==> src/sv/ioskg_pkg.sv <==
// Shared types and constants of the shuffle key generator.
// Used by ioskg_ctrl, ioskg_dp and the top level; no dependencies.
`timescale 1ns / 1ps
`default_nettype none

package ioskg_pkg;

   // Fixed field widths
   localparam int RAND_W    = 31;
   localparam int ROW_W     = 33;
   localparam int KEY_W     = 32;
   localparam int COL_W     = 3;
   localparam int CLEN_W    = 11;
   localparam int CSR_IDX_W = 2;
   localparam int CSR_DAT_W = 32;

   // Register indexes of the write port
   localparam logic [CSR_IDX_W-1:0] REG_ROW_OFFSET   = 2'd0;
   localparam logic [CSR_IDX_W-1:0] REG_CYCLE_LENGTH = 2'd1;
   localparam logic [CSR_IDX_W-1:0] REG_KEY_MODULUS  = 2'd2;
   localparam logic [CSR_IDX_W-1:0] REG_JOIN_COLUMN  = 2'd3;

   // Register reset values
   localparam logic [CLEN_W-1:0] CYCLE_LENGTH_RESET = 11'd1024;
   localparam logic [KEY_W-1:0]  KEY_MODULUS_RESET  = 32'd1;

   // Controller to datapath commands
   typedef struct packed {
      logic accept;      // latch the step inputs
      logic start_cur;   // compute the scaling divisor for the current step
      logic start_main;  // launch scaling, modulo and next-step divisor
      logic read;        // read the key store at j
      logic emit_copy;   // load the copy write into the output register
      logic emit_final;  // load the final write and advance the step counter
   } cmd_type;

   // Datapath to controller status
   typedef struct packed {
      logic hit;         // cached divisor belongs to the current step
      logic busy;        // a divider is still iterating
      logic need_copy;   // j differs from i
      logic out_free;    // output register can take a result this cycle
   } sts_type;

endpackage

`default_nettype wire

==> src/sv/ioskg_ctrl.sv <==
// Step sequencer of the shuffle key generator.
// Depends on ioskg_pkg; drives the commands of ioskg_dp from its status.
`timescale 1ns / 1ps
`default_nettype none

module ioskg_ctrl (
   input  wire logic              clock,
   input  wire logic              reset,
   input  wire logic              req_valid,
   output logic                   req_ready,
   input  wire ioskg_pkg::sts_type sts,
   output ioskg_pkg::cmd_type     cmd
);

   import ioskg_pkg::*;

   localparam logic [2:0] ST_IDLE  = 3'd0;
   localparam logic [2:0] ST_PREP  = 3'd1;
   localparam logic [2:0] ST_CUR   = 3'd2;
   localparam logic [2:0] ST_DIV   = 3'd3;
   localparam logic [2:0] ST_READ  = 3'd4;
   localparam logic [2:0] ST_COPY  = 3'd5;
   localparam logic [2:0] ST_FINAL = 3'd6;

   logic [2:0] state_ff, state_in;

   always_comb begin
      state_in  = state_ff;
      cmd       = '0;
      req_ready = 1'b0;
      case (state_ff)
         ST_IDLE: begin
            req_ready = 1'b1;
            if (req_valid) begin
               cmd.accept = 1'b1;
               state_in   = ST_PREP;
            end
         end
         ST_PREP: begin
            // launch the step only with a divisor that belongs to it
            if (sts.hit) begin
               cmd.start_main = 1'b1;
               state_in       = ST_DIV;
            end else begin
               cmd.start_cur = 1'b1;
               state_in      = ST_CUR;
            end
         end
         ST_CUR: begin
            if (!sts.busy) begin
               state_in = ST_PREP;
            end
         end
         ST_DIV: begin
            if (!sts.busy) begin
               state_in = ST_READ;
            end
         end
         ST_READ: begin
            cmd.read = 1'b1;
            state_in = ST_COPY;
         end
         ST_COPY: begin
            if (!sts.need_copy) begin
               state_in = ST_FINAL;
            end else if (sts.out_free) begin
               cmd.emit_copy = 1'b1;
               state_in      = ST_FINAL;
            end
         end
         ST_FINAL: begin
            if (sts.out_free) begin
               cmd.emit_final = 1'b1;
               state_in       = ST_IDLE;
            end
         end
         default: begin
            state_in = ST_IDLE;
         end
      endcase
   end

   always_ff @(posedge clock) begin
      if (reset) begin
         state_ff <= ST_IDLE;
      end else begin
         state_ff <= state_in;
      end
   end

endmodule

`default_nettype wire

==> config.mk <==
export PLATFORM = sky130hd
export DESIGN_NAME = ioskg_ctrl
export DESIGN_NICKNAME = d
export VERILOG_FILES = /design/src/sv/ioskg_pkg.sv /design/src/sv/ioskg_ctrl.sv
export SDC_FILE = /design/constraint.sdc
export NUM_CORES = 1
export LEC_CHECK = 0
export BUFFER_PORTS_ARGS = -buffer_cell sky130_fd_sc_hd__buf_2
export CORE_AREA = 2 2 39 41
export DETAILED_ROUTE_END_ITERATION = 12
export DIE_AREA = 0 0 41 43
export GPL_TIMING_DRIVEN = 0
export PLACE_DENSITY = 0.51
export SYNTH_ARGS = -nofsm -noshare
export SYNTH_HDL_FRONTEND = slang
export SYNTH_SLANG_ARGS = --single-unit
==> constraint.sdc <==
create_clock -name clock -period 2.1 [get_ports clock]
set_input_delay 0.63 -clock clock [delete_from_list [all_inputs] [get_ports clock]]
set_output_delay 0.63 -clock clock [all_outputs]
set_load 0.05 [all_outputs]
**Yosys cells after proc, flatten, opt, wreduce, memory -nomap -nowiden**

Index checks and enable logic that the tools add are counted.

- Flip-flop bits (word level): 3
- Bits of input ports: 7
- Output and inout port bits: 7
- Logic and storage cells: 33

- Eq/ne operators: 11
- Multiplexer cells: 19
- Reductions and logical operators: 2

Operator list:

| operator | number |
|---|---|
| $pmux W3 S7 | 1 |
| $mux W3 | 6 |
| $mux W1 | 11 |
| $eq A3 B3 Y1 const B | 3 |
| $ne A2 B2 Y1 const B | 4 |
| $eq A3 B2 Y1 const B | 2 |
| $reduce_and A5 Y1 | 1 |
| $eq A3 B1 Y1 const B | 1 |
| $logic_not A3 Y1 | 1 |
| $ne A3 B3 Y1 const B | 1 |
| $mux W2 | 1 |

**Logic depth before layout (Yosys ltp)**

- Depth in word-level cells: 3
- Gate-level depth with buffers: 5
- Mapped depth without buffers: 4

**Worst setup path after synthesis**

No wires, ideal clock.

- Path kind: input-to-output
- Start point: in sts[3] (netlist name)
- End point: out cmd[4] (netlist name)
- Arrival: 2273 ps
- Data required time: 1470 ps
- Slack: -803 ps
- Stages on the path: 1
- Path buffers: 0
- Cells stage by stage: nor4b_1

- Word-level cells in the longest chain between the ends: 2

Ends and longest elaborated chain:

| element | line | source |
|---|---|---|
| start, declared | ioskg_ctrl.sv:11 | `input wire ioskg_pkg::sts_type sts,` |
| $mux W1 | ioskg_ctrl.sv:41 | `if (sts.hit) begin` |
| $mux W2 | ioskg_ctrl.sv:31 | `case (state_ff)` |
| end, declared | ioskg_ctrl.sv:12 | `output ioskg_pkg::cmd_type cmd` |

Every way passes these cells.

==> parameters.txt <==
Parameter                              Value

CTS
  Buffers inserted during post-CTS setup optimization ... 0
  Root buffer selected by CTS ... clkbuf_4
  CTS tree ... yes
  Clk buf depth ... 2
  Number of instances resized during post-cts repair ... 0
  Clock sink count ... 3
  Clk_lat worst skew ... 230 ps
  Inserted Clock Buffers ... 3
  Clock-pin slew reported for the worst setup and hold paths after clock tree synthesis ... 40 ps
  Level count of the clock H-tree ... 1
  Cts-stage hold buffer count ... 0

Detailed routing
  Via total after detailed routing ... slightly below 300
  Number of routed nets with antenna violations ... 0
  Post-detailed-route via-to-cell ratio ... 4.309
  Drt pass-1 iters ... 2
  Detailed Route WL ... 642 um
  Initial DRC count ... 7
  Average wire per cell in the routed design ... roughly 9.4 um
  Post-detailed-route DRC marker count ... 0

STA
  Unrepaired setup endpoints after global routing ... no
  Final Max Slew Viols ... 0
  Tightest slew margin relative to the limit ... 0.7964
  Shortest period the worst path allows ... a little under 2000 ps
  Final setup vio count ... 0
  Total count of hold-check failures in the final report ... 0
  Top achievable clock speed ... a little over 500 MHz
  Post-Route Skew ... 0.03852 ps
  Transition at the pin with the smallest max-transition slack ... 301.4 ps
  Tcrit/Tclk final ... 0.9178

Logic synthesis
  Top post-synthesis cells by count ... nor2_1, buf_2, dfxtp_1, nand2b_1
  Yosys Warn Count ... 0
  Sequential-to-total area share from yosys stat ... 0.2330
  Most used standard cell by instance count after synthesis ... nor2_1
  Area of the mapped netlist ... approximately 260 sq um
  FF+latch count, synth ... 3
  Share of the synthesized area in the top cell type ... 0.2330
  FFs w/ async S/R, synth ... 0
  Number of flops mapped to enable cells by yosys ... 0
  Yosys cell types ... 19
  Top cell type by total area after synthesis ... dfxtp_1
  Top FF cell, synth ... dfxtp_1
  Gate Count Post-Synth ... 35
  Cells taking the most area after synthesis ... dfxtp_1, nor4bb_1, nand2b_1
  Mean post-synth cell area ... between 7 and 8 sq um
  Syn nets ... 42

Power
  Power density over cell area ... a little over 1000 mW/mm^2
  Part of the power in registers ... 0.182
  Internal power ... between 200 and 250 uW
  Logic gate share of total power ... 0.570
  VDD IR-drop max ... 0.2634 mV
  Lkg Pwr ... approximately 0.18 nW
  Sw Ratio ... 0.4537
  Clock network fraction of total power ... 0.248
  Sum of internal, switching and leakage power ... between 400 and 500 uW
  Power spent charging and discharging nets ... 186.0 uW

Global routing
  Number of antenna violations at the first check in global routing ... 0
  First-pass GRT wire length ... 855 um
  GRT overflow ... 0
  Number of global-route vias before repair ... between 200 and 250
  Total GRT Usage ... 0.07631
  Maximum number of pins on one net before global-route repair ... 11

Die
  Floorplan die area ... about 0.0018 sq mm
  IO Pins ... 14
  Floorplan core area ... ~0.0014 sq mm
  Starting density of the core ... 0.1863
  Die Span X ... around 41 um
  Core Rows ... 14
  Height of the die ... 43 um

Final layout
  Total Nets Final ... 60
  Biggest registers after layout ... state_ff x3
  Fraction of layout cells with a size suffix above 1 ... 0.4808
  Register with the highest flop count ... state_ff
  Final cell area excluding filler cells ... about 400 sq um
  Number of diodes added for antenna fixing ... 0
  Number of flip-flops under the largest register name ... 3
  Final core utilization ... 0.2911
  Area overhead of the layout relative to synthesis ... 56.31%
  Final-layout fill cell count ... approximately 150

Critical path
  Slowest library cell on the worst path ... dfxtp_1
  Critical Path End Type ... primary output
  Worst Setup Start Kind ... register
  Required time worst endpoint ... 1470 ps
  CP max FO ... 10
  Cells along the critical path ... buf_2 > nor4b_2 > buf_2
  Most Frequent Cell on Critical Path ... buf_2
  Setup Crit Path Kind ... register to primary output
  Worst path max stage delay ... 310 ps
  Critical path arrival ... about 1300 ps

Placed design
  Total of buffers placed on input and output ports ... 13
  Area of placed instances ... 376.6 sq um
  Final weighted congestion of routability-driven global placement ... between 0.7 and 0.8
  Half-perimeter wire length of the detailed placement result ... around 470 um

Min path
  Worst min-delay path class ... primary input to register

Job
  Maxcap violations ... 0

Status
  Run status ... finished clean
-- per-stage QoR --
step	worst slack, ps	TNS, ps	cells	hold WS (ps)
after floorplan	-77.60	-77.60	35	670.4
after global placement	181.6	0	64	762.1
after detailed placement	176.6	0	64	763.8
after CTS	153.7	0	68	591.3
after global routing	114.3	0	68	613.7
final	172.6	0	68	597.4
-- routing by layer --
layer,up-vias,track usage,part of all wire
met1,126,0.09646,0.52
li1,160,-,-
met5,-,0,0
met2,7,0.08750,0.41
met3,0,0.06283,0.067
met4,0,0.04000,0
-- power groups by stage --
stage / Clock (mW) / Combinational, mW / Sequential (mW)
2_1_floorplan: 0 / 0.195 / 0.0742
3_3_place_gp: 0 / 0.234 / 0.0762
3_5_place_dp: 0 / 0.234 / 0.0758
4_1_cts: 0.107 / 0.234 / 0.0747
5_1_grt: 0.112 / 0.249 / 0.0765
6_report: 0.102 / 0.234 / 0.0747
-- kinds of logic after synthesis --
| family | after synthesis | synth area share |
|---|---|---|
| buf+inv | 3 | 0.05824 |
| flops | 3 | 0.2330 |
| compound gates | 9 | 0.2476 |
| simple gates | 20 | 0.4612 |
-- placed cells by master (no fill, tap or decap), types with 2 or more instances in the layout --
cell and instances:
a21oi_1 2, a21oi_2 2, buf_2 16, clkbuf_4 3
dfxtp_1 3, nand2_1 2, nand2b_1 3, nor2_1 5
o21ai_0 2
-- worst paths after layout --
check | from | cells past startpoint | end | slack (ps)
setup / recovery | state_ff[1] | 3 | cmd[4] | 170
hold / removal | reset | 2 | state_ff[2] | 600
setup reg to reg | state_ff[0] | 5 | state_ff[1] | 840
hold reg to reg | state_ff[2] | 3 | state_ff[2] | 770
-- layout make-up --
cell class | count | area, sq um | area share
clock buffers | 4 | 26.28 | 0.06522
flip-flops and latches | 3 | 60.06 | 0.1491
plain buffers | 3 | 15.01 | 0.03727
well taps | 16 | 20.02 | 0.04969
multi-input cells | 29 | 216.5 | 0.5373
repair buffers | 13 | 65.06 | 0.1615
-- worst max-delay path, delay by kind of cell (launching register included) --
kind | cells | cell delay (ps)
flops | 1 | 310
buf+inv | 2 | 490
simple gates | 1 | 260
Note: power is estimated with default switching activity, not from simulation.
